File: src/sv/smd_pkg.sv
// shared constants, codes and types of the sigma-delta motion detector
package smd_pkg;

    // frame and field geometry
    localparam int unsigned FRAME_PIXELS_DEF = 131072;
    localparam int MODE_W     = 2;
    localparam int ADDR_W     = 17;
    localparam int PIX_W      = 8;
    localparam int AMP_W      = 4;
    localparam int PROD_W     = PIX_W + AMP_W;
    localparam int CFG_IDX_W  = 2;
    localparam int CFG_DATA_W = 8;
    localparam int QUEUE_DEPTH = 4;

    // input modes
    localparam logic [MODE_W-1:0] MODE_INIT_PIXEL = 2'd0;
    localparam logic [MODE_W-1:0] MODE_INIT_MAX   = 2'd1;
    localparam logic [MODE_W-1:0] MODE_UPDATE     = 2'd2;

    // register indexes
    localparam logic [CFG_IDX_W-1:0] CFG_VAR_MIN = 2'd0;
    localparam logic [CFG_IDX_W-1:0] CFG_VAR_MAX = 2'd1;
    localparam logic [CFG_IDX_W-1:0] CFG_AMP     = 2'd2;

    // register reset values
    localparam logic [PIX_W-1:0] VAR_MIN_RST = 8'd1;
    localparam logic [PIX_W-1:0] VAR_MAX_RST = 8'd254;
    localparam logic [AMP_W-1:0] AMP_RST     = 4'd2;

    // operations carried from front to back
    localparam logic OP_INIT   = 1'b0;
    localparam logic OP_UPDATE = 1'b1;

    // pixel ceiling for the saturating variance step
    localparam logic [PIX_W-1:0] PIX_MAX = 8'd255;

    typedef struct packed {
        logic [PIX_W-1:0] variance_min;
        logic [PIX_W-1:0] variance_max;
        logic [AMP_W-1:0] amplification;
    } cfg_t;

    // address width for a store of the given depth, at least one bit
    function automatic int idx_width(input int unsigned depth);
        return (depth > 1) ? $clog2(depth) : 1;
    endfunction

endpackage

File: src/sv/smd_queue.sv
// short register queue between front and back
module smd_queue #(
    parameter int WIDTH = 8,
    parameter int DEPTH = smd_pkg::QUEUE_DEPTH
) (
    input  logic             clk,
    input  logic             rst_n,
    input  logic             push,
    input  logic [WIDTH-1:0] push_data,
    output logic             full,
    input  logic             pop,
    output logic [WIDTH-1:0] pop_data,
    output logic             empty
);

    localparam int PTR_W = smd_pkg::idx_width(DEPTH);
    localparam int CNT_W = $clog2(DEPTH + 1);
    localparam logic [PTR_W-1:0] LAST  = PTR_W'(DEPTH - 1);
    localparam logic [CNT_W-1:0] FULLC = CNT_W'(DEPTH);

    logic [WIDTH-1:0] slot_reg [DEPTH];
    logic [PTR_W-1:0] wr_ptr_reg, wr_ptr_next;
    logic [PTR_W-1:0] rd_ptr_reg, rd_ptr_next;
    logic [CNT_W-1:0] count_reg, count_next;

    assign full     = (count_reg == FULLC);
    assign empty    = (count_reg == '0);
    assign pop_data = slot_reg[rd_ptr_reg];

    // pointer and fill count update
    always_comb
    begin
        wr_ptr_next = wr_ptr_reg;
        rd_ptr_next = rd_ptr_reg;
        count_next  = count_reg;
        if (push)
        begin
            wr_ptr_next = (wr_ptr_reg == LAST) ? '0 : wr_ptr_reg + 1'b1;
        end
        if (pop)
        begin
            rd_ptr_next = (rd_ptr_reg == LAST) ? '0 : rd_ptr_reg + 1'b1;
        end
        if (push && !pop)
        begin
            count_next = count_reg + 1'b1;
        end
        else if (pop && !push)
        begin
            count_next = count_reg - 1'b1;
        end
    end

    always_ff @(posedge clk or negedge rst_n)
    begin
        if (!rst_n)
        begin
            wr_ptr_reg <= '0;
            rd_ptr_reg <= '0;
            count_reg  <= '0;
        end
        else
        begin
            wr_ptr_reg <= wr_ptr_next;
            rd_ptr_reg <= rd_ptr_next;
            count_reg  <= count_next;
        end
    end

    // slot storage
    always_ff @(posedge clk)
    begin
        if (push)
        begin
            slot_reg[wr_ptr_reg] <= push_data;
        end
    end

endmodule

File: config.mk
export PLATFORM = sky130hd
export DESIGN_NAME = smd_queue
export DESIGN_NICKNAME = d
export VERILOG_FILES = /design/src/sv/smd_pkg.sv /design/src/sv/smd_queue.sv
export SDC_FILE = /design/constraint.sdc
export NUM_CORES = 1
export LEC_CHECK = 0
export BUFFER_PORTS_ARGS = -buffer_cell sky130_fd_sc_hd__buf_2
export CORE_MARGIN = 3
export CORE_UTILIZATION = 40
export CTS_CLUSTER_DIAMETER = 150
export DETAILED_ROUTE_END_ITERATION = 10
export PLACE_DENSITY = 0.69
export SLEW_MARGIN = 20
export SYNTH_ARGS = -nofsm -noshare
export SYNTH_HDL_FRONTEND = slang
export SYNTH_SLANG_ARGS = --single-unit
File: constraint.sdc
create_clock -name clk -period 3.4 [get_ports clk]
set_input_delay 0.17 -clock clk [delete_from_list [all_inputs] [get_ports clk]]
set_output_delay 0.17 -clock clk [all_outputs]
set_load 0.005 [all_outputs]
Yosys cells after proc, flatten, opt, wreduce, memory -nomap -nowiden --
Memory sizes are Yosys's and may differ from the RTL's. Cells that the tools add are included.
Word-level totals: register bits 7, RAM bits 32, input bits 12, output and inout port bits 10, logic and storage cells 23, memories kept 1
Cells by class: $add $sub $neg 4, equal/unequal tests 3, multiplexer cells 6, reductions and logical operators 6
Memory list:
- slot_reg | depth 4, width 8, rd ports 1, clocked after memory_dff 0, write ports 1, line smd_queue.sv:21 | logic [WIDTH-1:0] slot_reg [DEPTH];
Operators with widths (number):
- 3-bit 2-to-1 mux | 2
- 2-bit by 1-bit adder with 2-bit output, second input constant | 2
- 2-bit == test, second input constant | 2
- 2-bit 2-to-1 mux | 2
- 3-bit by 1-bit adder with 3-bit output, second input constant | 1
- 3-bit == test, second input constant | 1
- 3-bit logical NOT | 1
- 3-bit by 1-bit subtractor with 3-bit output, second input constant | 1
- 1-bit logical AND | 2
- 1-bit logical NOT | 2
- 1-bit 2-to-1 mux | 2
- 2-bit nonzero test | 1

Logic depth before layout (Yosys ltp) --
word-level depth 4, mapped depth 7, depth with buffers taken out 7

Worst setup path after synthesis --
No wires, ideal clock.
kind reg-to-reg, from register count_reg[0], to register count_reg[2], library setup time 0.079 ns, arrival time 1.216 ns, data required time 3.321 ns, path slack 2.105 ns, stages on the path, launching flop included 5, path buffers 0, clock period less this slack 1.295 ns, cells stage by stage dfrtp_1 > fa_1 > xor2_1 > nor2_1 > xor2_1
Between the ends: word-level cells in the longest chain between the ends 3, elaborated cells between the ends (all ways) 4, classes of those cells add/sub (2); mux (2)
RTL lines:
- from (decl) | line smd_queue.sv:24 | logic [CNT_W-1:0] count_reg, count_next;
- from (signal assigned) | line smd_queue.sv:66 | count_reg <= count_next;
- 3-bit by 1-bit subtractor with 3-bit output | line smd_queue.sv:50 | count_next = count_reg - 1'b1;
- 3-bit 2-to-1 mux | line smd_queue.sv:48 | else if (pop && !push)
- 3-bit 2-to-1 mux * | line smd_queue.sv:44 | if (push && !pop)
Every way passes the cells marked *; elsewhere a longest branch is shown, timed or not. The select of a mux whose other input is x is not followed. A chain may end at the register's enable or synchronous reset.

Worst setup path after layout --
from register rd_ptr_reg[0], to output pop_data[7]
Between the ends: word-level cells in the longest chain between the ends 1
RTL lines:
- from (decl) | line smd_queue.sv:23 | logic [PTR_W-1:0] rd_ptr_reg, rd_ptr_next;
- from (signal assigned) | line smd_queue.sv:65 | rd_ptr_reg <= rd_ptr_next;
- memory 4 x 8 bit
- to (decl) | line smd_queue.sv:12 | output logic [WIDTH-1:0] pop_data,
Every way passes these cells.

==> impl_metrics.json <==
{
  "status": "completed",
  "ys_top_cells_by_count": "edfxtp_1, mux4_2, dfrtp_1, ha_1, inv_1",
  "clock_latency_ns": 0.29,
  "startpoint": "rd_ptr_reg[0]",
  "synth_cells": 79,
  "area_delta_synth_final_pct": 15.5,
  "slew_headroom_pct": 60.4,
  "path_depth": 2,
  "dr_total_vias": 745,
  "start_kind": "flip-flop",
  "synth_edf_count": 32,
  "place_congestion": 0.656,
  "seq_area_frac_synth_pct": 72.4,
  "fp.dieW_um": 68.7,
  "synth_top_family_by_area": "multiplexers",
  "post_cts_buffers": 0,
  "yosysUniqueCellTypes": 18,
  "rows": 22,
  "setup_tns_ns": 0,
  "core_area_um2": 3720,
  "cts-buffers-inserted": 5,
  "grt_setup_unrepaired": "false",
  "tightest_slew_ns": 0.594,
  "finalCritPeriodShare_pct": 56.0,
  "worstRegToRegCells": 2,
  "avgSynthCellArea_um2": 19.9,
  "report.final.slew_viol_count": 0,
  "crit_family": "flip-flops",
  "chipHeight_um": 68.7,
  "worstPathRequired_ns": 3.23,
  "period_needed_ns": 1.90,
  "ant_nets": 0,
  "synth.area.top_cells": "edfxtp_1, mux4_2, dfrtp_1, ha_1, mux2_2",
  "p_leak_uw": 0.000678,
  "clock_skew_ns": 0.00390,
  "synth_top_area_share_pct": 61.2,
  "setup_viol": 0,
  "drt_iter0_drc": 37,
  "wl_per_cell_um": 14.5,
  "cp_cell_sequence": "mux4_2 -> buf_2",
  "yosysMostFrequentCell": "edfxtp_1",
  "finalNetCount": 125,
  "root_buffer": "clkbuf_8",
  "postRouteWirelength_um": 2250,
  "initial_core_util_pct": 42.3,
  "power_per_cell_area_nw_per_um2": 756,
  "final_area_um2": 1810,
  "antenna_cells": 0,
  "worstPathArrival_ns": 1.73,
  "portBuffers": 21,
  "ys_async_sr_fraction_pct": 17.9,
  "hpwl_um": 1620,
  "synth_area_um2": 1570,
  "htree_num_levels": 2,
  "dieArea_um2": 4710,
  "overflow": 0,
  "io_pins": 22,
  "drive_above_1_share_pct": 36.4,
  "fin_util_pct": 48.8,
  "cts_tree": "done",
  "syn-num-nets": 98,
  "maxCapViolCount": 0,
  "hold_violations": 0,
  "grt_pass1_vias": 785,
  "worstPathBufferInverterCount": 1,
  "clk_pin_slew_ns": 0.07,
  "cts_buffer_depth": 2,
  "holdPathStages": 1,
  "synth_ff_type": "edfxtp_1",
  "drc": 0,
  "grt_max_degree": 13,
  "synth-xor-area-share_pct": 1.67,
  "placed_cell_area_um2": 1720,
  "vias_per_cell": 4.81,
  "antenna_found_initial": 0,
  "ys_warn_count": 0,
  "peakVddDrop_mv": 0.313,
  "cp-end-kind": "output pin",
  "worstHoldPathType": "in2reg",
  "crit_type": "reg2out",
  "synth_mux_area_share_pct": 13.6,
  "num-fill-cells": 316,
  "firstDrtPassIters": 3,
  "grt_pass1_wl_um": 3790,
  "min_from": "push_data[1]",
  "largest_reg_flops": 32,
  "synth_top_cell_by_area": "edfxtp_1",
  "synth-compound-area-share_pct": 0.637,
  "grt.total_usage_pct": 12.0,
  "cts_sinks": 39,
  "crit_fanout": 11,
  "synth_seq_cells": 39,
  "reg2reg_from": "rd_ptr_reg[0]",
  "slowest_stage": "dfrtp_1",
  "max_stage_delay_ns": 0.72,
  "synthAdderAreaFrac_pct": 6.06,
  "fmax_mhz": 525,
  "synthSimpleGateAreaFrac_pct": 3.43
}
==> cell type report <==
cell class              count  area (µm²)  area share [%]
repair buffers             22         115            6.34
clock inverters             2        12.5           0.690
well taps                  48        60.1            3.31
multi-input cells          33         399            22.0
flip-flops and latches     39        1140            62.6
clock buffers               6        72.6            4.00
inverters                   5        18.8            1.03
==> where the power goes <==
group,internal (µW),switching (µW),total [µW],leakage [µW]
Combinational,212,140,352,0.000260
Clock,143,147,289,0.0000412
Sequential,628,101,730,0.000377
==> per-stage QoR <==
step	std cells	total power (µW)	hold slack [ns]	worst slack, ns
after global routing	155	1480	0.0720	1.32
after floorplan	79	975	-0.126	2.10
after detailed placement	146	1100	0.00975	1.76
after CTS	155	1400	0.0806	1.44
final	155	1370	0.0915	1.50
after global placement	146	1080	0.00625	1.78
==> cell usage in the layout, fill, tap and decap left out, drive strengths merged, types with 2 or more instances in the layout <==
cell,instances
nor2,2
edfxtp,32
dfrtp,7
clkbuf,6
mux2,3
o21ai,2
xor2,2
mux4,8
ha,6
inv,5
and2,4
buf,21
==> routing by layer <==
metal	GRT usage, %	share of wire (%)
met5	0	0
met4	5.21	1.8
met3	5.35	6.3
met2	19.2	53
met1	13.9	38
==> cell families (layout without fill, tap and decap cells) <==
kind of cell    after synthesis  in the layout
simple gates                 10             10
flops                        39             39
mux                          11             11
fa+ha+maj                     7              7
xor+xnor                      3              3
buf+inv                       7             35
compound gates                2              2
==> final timing paths <==
kind | end | slack [ns]
worst min register to register | count_reg[2] | 0.50
min in group asynchronous | count_reg[0] | 0.23
worst max-delay path | pop_data[7] | 1.50
worst max register to register | rd_ptr_reg[1] | 1.98
max in group asynchronous | rd_ptr_reg[1] | 3.02
worst min-delay path | slot_reg[3][1] | 0.09
==> what timing repair did <==
action	4_1_cts	5_1_grt
hold buffers	1	0
resized for setup	0	0
endpoints found under the hold margin	7	0
Power figures use the tool's default switching activity.
