### src/sv/smd_pkg.sv
// shared constants, codes and types of the sigma-delta motion detector
package smd_pkg;

    // frame and field geometry
    localparam int unsigned FRAME_PIXELS_DEF = 131072;
    localparam int MODE_W     = 2;
    localparam int ADDR_W     = 17;
    localparam int PIX_W      = 8;
    localparam int AMP_W      = 4;
    localparam int PROD_W     = PIX_W + AMP_W;
    localparam int CFG_IDX_W  = 2;
    localparam int CFG_DATA_W = 8;
    localparam int QUEUE_DEPTH = 4;

    // input modes
    localparam logic [MODE_W-1:0] MODE_INIT_PIXEL = 2'd0;
    localparam logic [MODE_W-1:0] MODE_INIT_MAX   = 2'd1;
    localparam logic [MODE_W-1:0] MODE_UPDATE     = 2'd2;

    // register indexes
    localparam logic [CFG_IDX_W-1:0] CFG_VAR_MIN = 2'd0;
    localparam logic [CFG_IDX_W-1:0] CFG_VAR_MAX = 2'd1;
    localparam logic [CFG_IDX_W-1:0] CFG_AMP     = 2'd2;

    // register reset values
    localparam logic [PIX_W-1:0] VAR_MIN_RST = 8'd1;
    localparam logic [PIX_W-1:0] VAR_MAX_RST = 8'd254;
    localparam logic [AMP_W-1:0] AMP_RST     = 4'd2;

    // operations carried from front to back
    localparam logic OP_INIT   = 1'b0;
    localparam logic OP_UPDATE = 1'b1;

    // pixel ceiling for the saturating variance step
    localparam logic [PIX_W-1:0] PIX_MAX = 8'd255;

    typedef struct packed {
        logic [PIX_W-1:0] variance_min;
        logic [PIX_W-1:0] variance_max;
        logic [AMP_W-1:0] amplification;
    } cfg_t;

    // address width for a store of the given depth, at least one bit
    function automatic int idx_width(input int unsigned depth);
        return (depth > 1) ? $clog2(depth) : 1;
    endfunction

endpackage

### src/sv/smd_if.sv
// valid/ready channel interfaces for pixel input and detection results
interface smd_pixel_if;
    logic                           valid;
    logic                           ready;
    logic [smd_pkg::MODE_W-1:0]     mode;
    logic [smd_pkg::ADDR_W-1:0]     pixel_addr;
    logic [smd_pkg::PIX_W-1:0]      pixel_value;

    modport source (output valid, output mode, output pixel_addr, output pixel_value,
                    input ready);
    modport sink   (input valid, input mode, input pixel_addr, input pixel_value,
                    output ready);
endinterface


### src/sv/smd_front.sv
// front end: accepts pixels, folds the address into the frame, classifies the operation
module smd_front #(
    parameter int unsigned FRAME_PIXELS = smd_pkg::FRAME_PIXELS_DEF,
    parameter int          IDX_W        = smd_pkg::idx_width(FRAME_PIXELS)
) (
    input  logic                          clk,
    input  logic                          rst_n,
    smd_pixel_if.sink                     pixel,
    input  smd_pkg::cfg_t                 cfg,
    input  logic                          full,
    output logic                          push,
    output logic                          push_op,
    output logic [IDX_W-1:0]              push_idx,
    output logic [smd_pkg::PIX_W-1:0]     push_val
);

    localparam int ADDR_W  = smd_pkg::ADDR_W;
    localparam int LOG_FP  = $clog2(FRAME_PIXELS);
    localparam int SHIFT   = ADDR_W + LOG_FP;
    localparam int RECIP_W = ADDR_W + 2;
    localparam int FP_W    = $clog2(FRAME_PIXELS + 1);
    localparam longint unsigned RECIP_FULL =
        ((64'd1 << SHIFT) + 64'(FRAME_PIXELS) - 64'd1) / 64'(FRAME_PIXELS);
    localparam logic [RECIP_W-1:0] RECIP    = RECIP_W'(RECIP_FULL);
    localparam logic [FP_W-1:0]    FP_CONST = FP_W'(FRAME_PIXELS);

    logic                      accept;
    logic                      mode_ok;
    logic [ADDR_W+RECIP_W-1:0] quot_prod;
    logic [ADDR_W-1:0]         quot;
    logic [ADDR_W+FP_W-1:0]    back_prod;
    logic [ADDR_W-1:0]         rem;

    logic                      f1_valid_reg, f1_valid_next;
    logic                      f1_op_reg;
    logic [ADDR_W-1:0]         f1_addr_reg;
    logic [ADDR_W-1:0]         f1_quot_reg;
    logic [smd_pkg::PIX_W-1:0] f1_val_reg;

    // input handshake: the stage empties into the queue
    assign push         = f1_valid_reg && !full;
    assign pixel.ready  = !f1_valid_reg || !full;
    assign accept       = pixel.valid && pixel.ready;
    assign mode_ok      = (pixel.mode == smd_pkg::MODE_INIT_PIXEL) ||
                          (pixel.mode == smd_pkg::MODE_INIT_MAX) ||
                          (pixel.mode == smd_pkg::MODE_UPDATE);

    // quotient by reciprocal multiplication
    assign quot_prod = (ADDR_W+RECIP_W)'(pixel.pixel_addr) * (ADDR_W+RECIP_W)'(RECIP);
    assign quot      = ADDR_W'(quot_prod >> SHIFT);

    assign f1_valid_next = (accept && mode_ok) || (f1_valid_reg && !push);

    always_ff @(posedge clk or negedge rst_n)
    begin
        if (!rst_n)
        begin
            f1_valid_reg <= 1'b0;
        end
        else
        begin
            f1_valid_reg <= f1_valid_next;
        end
    end

    // stage payload, resolves init values
    always_ff @(posedge clk)
    begin
        if (accept)
        begin
            f1_addr_reg <= pixel.pixel_addr;
            f1_quot_reg <= quot;
            case (pixel.mode)
                smd_pkg::MODE_INIT_PIXEL:
                begin
                    f1_op_reg  <= smd_pkg::OP_INIT;
                    f1_val_reg <= pixel.pixel_value;
                end
                smd_pkg::MODE_INIT_MAX:
                begin
                    f1_op_reg  <= smd_pkg::OP_INIT;
                    f1_val_reg <= cfg.variance_max;
                end
                default:
                begin
                    f1_op_reg  <= smd_pkg::OP_UPDATE;
                    f1_val_reg <= pixel.pixel_value;
                end
            endcase
        end
    end

    // remainder from the registered quotient
    assign back_prod = (ADDR_W+FP_W)'(f1_quot_reg) * (ADDR_W+FP_W)'(FP_CONST);
    assign rem       = f1_addr_reg - ADDR_W'(back_prod);

    assign push_op  = f1_op_reg;
    assign push_idx = IDX_W'(rem);
    assign push_val = f1_val_reg;

endmodule

### src/flat_wrapper.sv
// flat-port wrapper written by rule: the top's interface ports become plain ports
module smd_front_flat 
#(
    parameter int unsigned FRAME_PIXELS = smd_pkg::FRAME_PIXELS_DEF,
    parameter int          IDX_W        = smd_pkg::idx_width(FRAME_PIXELS)
)
  (clk, rst_n, cfg, full, push, push_op, push_idx, push_val, pixel_valid, pixel_mode, pixel_pixel_addr, pixel_pixel_value, pixel_ready);
  smd_pixel_if pixel_i ();
  input  logic clk;
  input  logic rst_n;
  input  smd_pkg::cfg_t cfg;
  input  logic full;
  output logic push;
  output logic push_op;
  output logic [IDX_W-1:0] push_idx;
  output logic [smd_pkg::PIX_W-1:0] push_val;
  input wire logic [$bits(pixel_i.valid)-1:0] pixel_valid;
  input wire logic [$bits(pixel_i.mode)-1:0] pixel_mode;
  input wire logic [$bits(pixel_i.pixel_addr)-1:0] pixel_pixel_addr;
  input wire logic [$bits(pixel_i.pixel_value)-1:0] pixel_pixel_value;
  output wire logic [$bits(pixel_i.ready)-1:0] pixel_ready;
  assign pixel_i.valid = pixel_valid;
  assign pixel_i.mode = pixel_mode;
  assign pixel_i.pixel_addr = pixel_pixel_addr;
  assign pixel_i.pixel_value = pixel_pixel_value;
  assign pixel_ready = pixel_i.ready;
  smd_front #(.FRAME_PIXELS(FRAME_PIXELS), .IDX_W(IDX_W)) u_core (.clk(clk), .rst_n(rst_n), .pixel(pixel_i), .cfg(cfg), .full(full), .push(push), .push_op(push_op), .push_idx(push_idx), .push_val(push_val));
endmodule
### config.mk
export PLATFORM = sky130hd
export DESIGN_NAME = smd_front_flat
export DESIGN_NICKNAME = d
export VERILOG_FILES = /design/src/sv/smd_pkg.sv /design/src/sv/smd_if.sv /design/src/sv/smd_front.sv /design/src/flat_wrapper.sv
export SDC_FILE = /design/constraint.sdc
export NUM_CORES = 1
export LEC_CHECK = 0
export ABC_AREA = 1
export BUFFER_PORTS_ARGS = -buffer_cell sky130_fd_sc_hd__buf_2
export CORE_UTILIZATION = 37
export CTS_BUF_LIST = sky130_fd_sc_hd__clkbuf_16
export DETAILED_ROUTE_END_ITERATION = 10
export PLACE_DENSITY = 0.85
export SYNTH_ARGS = -nofsm -noshare
export SYNTH_HDL_FRONTEND = slang
export SYNTH_SLANG_ARGS = --single-unit
export TNS_END_PERCENT = 20
### constraint.sdc
create_clock -name clk -period 1.7 [get_ports clk]
set_clock_uncertainty 0.1 [all_clocks]
set_input_delay 0.255 -clock clk [delete_from_list [all_inputs] [get_ports clk]]
set_output_delay 0.255 -clock clk [all_outputs]
set_load 0.01 [all_outputs]
# [Word-level counts from Yosys, hierarchy flattened]
# Index checks and enable logic that the tools add are counted.
[totals] in_bits=51 word_cells=21 output_inout_bits=28 ff_bits=27
[classes] eq_ne=2 n_reduce_logical=13 mux=2
[op_table] cell="2-to-1 mux 8 bit" count=1
[op_table] cell="logical AND 1 bit" count=4
[op_table] cell="logical OR 1 bit" count=4
[op_table] cell="logical NOT 1 bit" count=3
[op_table] cell="equality test 2 x 1 -> 1 bit (second input constant)" count=1
[op_table] cell="equality test 2 bit (second input constant)" count=1
[op_table] cell="logical NOT 2 bit" count=1
[op_table] cell="OR reduction 2 bit" count=1
[op_table] cell="2-to-1 mux 1 bit" count=1

# [Logic depth before layout (Yosys ltp)]
[depth] word_depth=5 mapped_depth=4

# [Least setup slack after synthesis]
# Ideal clock, no wire load.
[synth_timing] path_kind="reg2reg" start="register u_core.f1_valid_reg" end="register u_core.f1_addr_reg[0] (enable)" path_slack_ps=36 synth_period_minus_slack_ps=1664 arrival_ps=1179 path_buffers=0 path_stages_with_launch=3 path_cell_list="dfrtp_1 > nand2_1 > and2_1"
[synth_via] elab_chain_cells=3
[synth_rtl] item="from (decl)" line="smd_front.sv:34" rtl="logic f1_valid_reg, f1_valid_next;"
[synth_rtl] item="from (signal assigned)" line="smd_front.sv:62" rtl="f1_valid_reg <= f1_valid_next;"
[synth_rtl] item="logical NOT 1 bit" line="smd_front.sv:42" rtl="assign pixel.ready = !f1_valid_reg || !full;"
[synth_rtl] item="logical OR 1 bit" line="smd_front.sv:42"
[synth_rtl] item="named net pixel_ready" line="flat_wrapper.sv:21" rtl="output wire logic [$bits(pixel_i.ready)-1:0] pixel_ready;"
[synth_rtl] item="logical AND 1 bit" line="smd_front.sv:43" rtl="assign accept = pixel.valid && pixel.ready;"
[synth_rtl] item="named net u_core.accept" line="smd_front.sv:27" rtl="logic accept;"
[synth_rtl] item="to (signal assigned)" line="smd_front.sv:71" rtl="f1_addr_reg <= pixel.pixel_addr;"
[synth_rtl] item="to (decl)" line="smd_front.sv:36" rtl="logic [ADDR_W-1:0] f1_addr_reg;"
# The timed path passes the listed nets, and every way through them passes these cells.
# A chain may end at the register's enable or synchronous reset.

# [Worst setup path after layout]
[layout_timing] start="register u_core.f1_valid_reg" end="register u_core.f1_addr_reg[6] (enable)"
[layout_via] elab_chain_cells=3
[layout_rtl] item="logical NOT 1 bit" line="smd_front.sv:42"
[layout_rtl] item="logical OR 1 bit" line="smd_front.sv:42"
[layout_rtl] item="logical AND 1 bit" line="smd_front.sv:43"
[layout_rtl] item="named net u_core.accept" line="smd_front.sv:27"
# The timed path passes the listed nets, and every way through them passes these cells.

==> impl_metrics.prom <==
# TYPE chip_impl_metric gauge
chip_impl_metric{name="chipWidth",unit="um"} 53.1
chip_impl_metric{name="grt_antenna_before_repair",unit=""} 0
chip_impl_metric{name="num-nets-final",unit=""} 184
chip_impl_metric{name="synth_seq_area_share",unit="%"} 83.3
chip_impl_metric{name="number_of_buffer_and_inverter_instances_along_the_worst_setup_path",unit=""} 1
chip_impl_metric{name="final_max_slew_viol_count",unit=""} 0
chip_impl_metric{name="largest_register_ff_count",unit=""} 17
chip_impl_info{name="most_used_cells_in_the_layout_excluding_fill_and_tap_cells",value="buf_2, edfxtp_1, nand2_1"} 1
chip_impl_info{name="cp_cell_sequence",value="nand2_1, and2_1, buf_12"} 1
chip_impl_info{name="holdCritPathClass",value="in2reg"} 1
chip_impl_metric{name="die-height",unit="um"} 53.1
chip_impl_metric{name="grt_first_pass_wirelength",unit="mm"} 2.54
chip_impl_metric{name="combined_area_of_all_synthesized_cells",unit="um2"} 967
chip_impl_metric{name="grt.overflow.total",unit=""} 0
chip_impl_metric{name="detail-route-antenna-nets",unit=""} 0
chip_impl_metric{name="final_period_minus_worst_setup_slack",unit="ns"} 1.23
chip_impl_info{name="yosys.area.top_type",value="edfxtp_1"} 1
chip_impl_metric{name="fin_setup_tns",unit="ns"} 0
chip_impl_metric{name="clkSlewWorstSetupHoldPaths",unit="ns"} 0.06
chip_impl_metric{name="static-leakage-power",unit="nW"} 0.677
chip_impl_metric{name="irDropWorstVdd",unit="mV"} 0.797
chip_impl_info{name="rsz0062_at_grt",value="no"} 1
chip_impl_metric{name="cts_resized",unit=""} 0
chip_impl_info{name="cp_max_stage_cell",value="dfrtp_1"} 1
chip_impl_metric{name="vias",unit=""} 700
chip_impl_metric{name="regToRegSetupSlack",unit="ns"} 0.47
chip_impl_metric{name="routedWlPerCell",unit="um"} 11.4
chip_impl_metric{name="syn_to_final_growth",unit="%"} 47.6
chip_impl_info{name="cts_root_buf",value="clkbuf_16"} 1
chip_impl_metric{name="grt_pass1_vias",unit=""} 619
chip_impl_info{name="worstSetupPathType",value="reg2reg"} 1
chip_impl_metric{name="gpl.final_weighted_congestion",unit=""} 0.674
chip_impl_metric{name="die_area",unit="mm2"} 0.00282
chip_impl_metric{name="ctsHoldBuffers",unit=""} 1
chip_impl_metric{name="drv.max_cap_violation_count",unit=""} 0
chip_impl_metric{name="placedCellCount",unit=""} 157
chip_impl_metric{name="h-tree-depth",unit=""} 1
chip_impl_metric{name="tritoncts.num_buffers",unit=""} 3
chip_impl_metric{name="synthesized_instance_count",unit=""} 62
chip_impl_metric{name="grt_start_max_net_pins",unit=""} 27
chip_impl_metric{name="clkSinkCount",unit=""} 27
chip_impl_info{name="critical_path_s_top_delay_family",value="flip-flops"} 1
chip_impl_metric{name="syn-mean-instance-area",unit="um2"} 15.6
chip_impl_metric{name="clock_path_buffers",unit=""} 2
chip_impl_metric{name="detail_route.first_pass.iterations",unit=""} 4
chip_impl_info{name="cts_tree",value="yes"} 1
chip_impl_metric{name="max_slew_margin",unit="%"} 87.2
chip_impl_metric{name="worstPathMaxFanout",unit=""} 26
chip_impl_metric{name="final_non_filler_cell_total",unit=""} 162
chip_impl_metric{name="cts_setup_buffers",unit=""} 0
chip_impl_metric{name="globalRouteTotalUtil",unit="%"} 13.5
chip_impl_metric{name="start_util",unit="%"} 39.0
chip_impl_info{name="synth_top_cells_by_area",value="edfxtp_1, nand2_1, nand3_1"} 1
chip_impl_metric{name="dpl-instance-area",unit="mm2"} 0.00134
chip_impl_metric{name="synthDistinctLibCells",unit=""} 11
chip_impl_metric{name="critical_path.max_stage_delay",unit="ns"} 0.38
chip_impl_info{name="final_common_cell",value="buf_2"} 1
chip_impl_metric{name="synth.ff_latch_count",unit=""} 27
chip_impl_metric{name="portBuffers",unit=""} 66
chip_impl_metric{name="drt-initial-drc-count",unit=""} 7
chip_impl_metric{name="postLayoutCellArea",unit="mm2"} 0.00143
chip_impl_metric{name="power_density",unit="mW/mm2"} 1020
chip_impl_info{name="result_of_the_run",value="complete, no violations"} 1
chip_impl_info{name="worst_setup_ep_type",value="flop"} 1
chip_impl_metric{name="fp-row-count",unit=""} 18
chip_impl_metric{name="top_level_pins",unit=""} 79
chip_impl_metric{name="timing.final.ws_setup",unit="ns"} 0.467
chip_impl_metric{name="routed_wl",unit="mm"} 1.85
chip_impl_metric{name="clock_insertion_delay_worst_skew",unit="ns"} 0.25
chip_impl_metric{name="num_antenna_cells",unit=""} 0
chip_impl_metric{name="timing.final.crit_share",unit="%"} 72.5
chip_impl_metric{name="maxClockFrequency",unit="MHz"} 811
chip_impl_metric{name="syn_nets",unit=""} 113
chip_impl_metric{name="timing.final.setup_violations",unit=""} 0
chip_impl_metric{name="yosys_warnings",unit=""} 0
chip_impl_metric{name="post-synth-top-area-fraction",unit="%"} 80.7
chip_impl_metric{name="core",unit="mm2"} 0.00248
chip_impl_metric{name="drcViolationCount",unit=""} 0
chip_impl_metric{name="timing.critical_path.arrival",unit="ns"} 1.09
chip_impl_metric{name="place_worst_setup_slack",unit="ns"} 0.472
chip_impl_metric{name="share_of_post_route_cells_with_drive_strength_above_1",unit="%"} 55.3
chip_impl_metric{name="worst_pin_slew",unit="ns"} 0.192
chip_impl_metric{name="final_core_util",unit="%"} 57.6
chip_impl_metric{name="critPathRequiredTime",unit="ns"} 1.56
chip_impl_metric{name="routed_via_density",unit=""} 4.32
chip_impl_metric{name="timing.final.hold_violations",unit=""} 0
chip_impl_info{name="startpoint_type",value="flop"} 1
==> cells by family after synthesis <==
group	Yosys count	synth area share, %
simple gates	31	14.1
flops	27	83.3
buf+inv	4	2.59
==> cell type report <==
type / instances / area [um2]
multi-input combinational: 31 / 136
clock inverter: 1 / 5.00
inverter: 2 / 7.51
sequential: 27 / 806
clock buffer: 3 / 75.1
timing repair buffer: 68 / 360
fill: 221 / 1050
tap: 30 / 37.5
==> path summary, 6_finish.rpt <==
check / startpoint / endpoint / depth (start not counted)
min in group asynchronous: rst_n / u_core.f1_valid_reg$_DFF_PN0_ / 2
worst min register to register: u_core.f1_valid_reg$_DFF_PN0_ / u_core.f1_valid_reg$_DFF_PN0_ / 2
worst max-delay path: u_core.f1_valid_reg$_DFF_PN0_ / u_core.f1_addr_reg[6]$_DFFE_PP_ / 3
worst max register to register: u_core.f1_valid_reg$_DFF_PN0_ / u_core.f1_addr_reg[6]$_DFFE_PP_ / 3
worst min-delay path: pixel_pixel_addr[16] / u_core.f1_addr_reg[16]$_DFFE_PP_ / 1
max in group asynchronous: rst_n / u_core.f1_valid_reg$_DFF_PN0_ / 2
==> report_power, final <==
part / internal, mW / switching [mW] / total (mW)
logic: 0.0766 / 0.0865 / 0.163
registers: 0.782 / 0.00935 / 0.791
clock network: 0.316 / 0.183 / 0.499
total: 1.17 / 0.279 / 1.45
==> per-layer routing <==
metal | track usage (%) | part of all wire, %
met1 | 14.4 | 41
met2 | 24.1 | 44
met3 | 3.16 | 14
met4 | 7.89 | 1.8
met5 | 0 | 0
==> worst register-to-register path, stage by stage (launching register included) <==
cell and delay, ns:
dfrtp_1 0.38, nand2_1 0.10, and2_1 0.18, buf_12 0.19
==> synthesized netlist by cell type, drive strengths merged <==
library cell  number
clkbuf             2
dfrtp              1
nand3              8
inv                2
edfxtp            26
and2               1
nand2             21
nor2               1
==> through the flow <==
step,power (mW),hold WS (ns)
2_1_floorplan,0.875,-0.141
3_3_place_gp,0.964,-0.0706
3_5_place_dp,0.970,-0.0660
4_1_cts,1.47,0.0739
5_1_grt,1.51,0.0712
6_report,1.45,0.0773
Note: power is estimated with default switching activity, not from simulation.
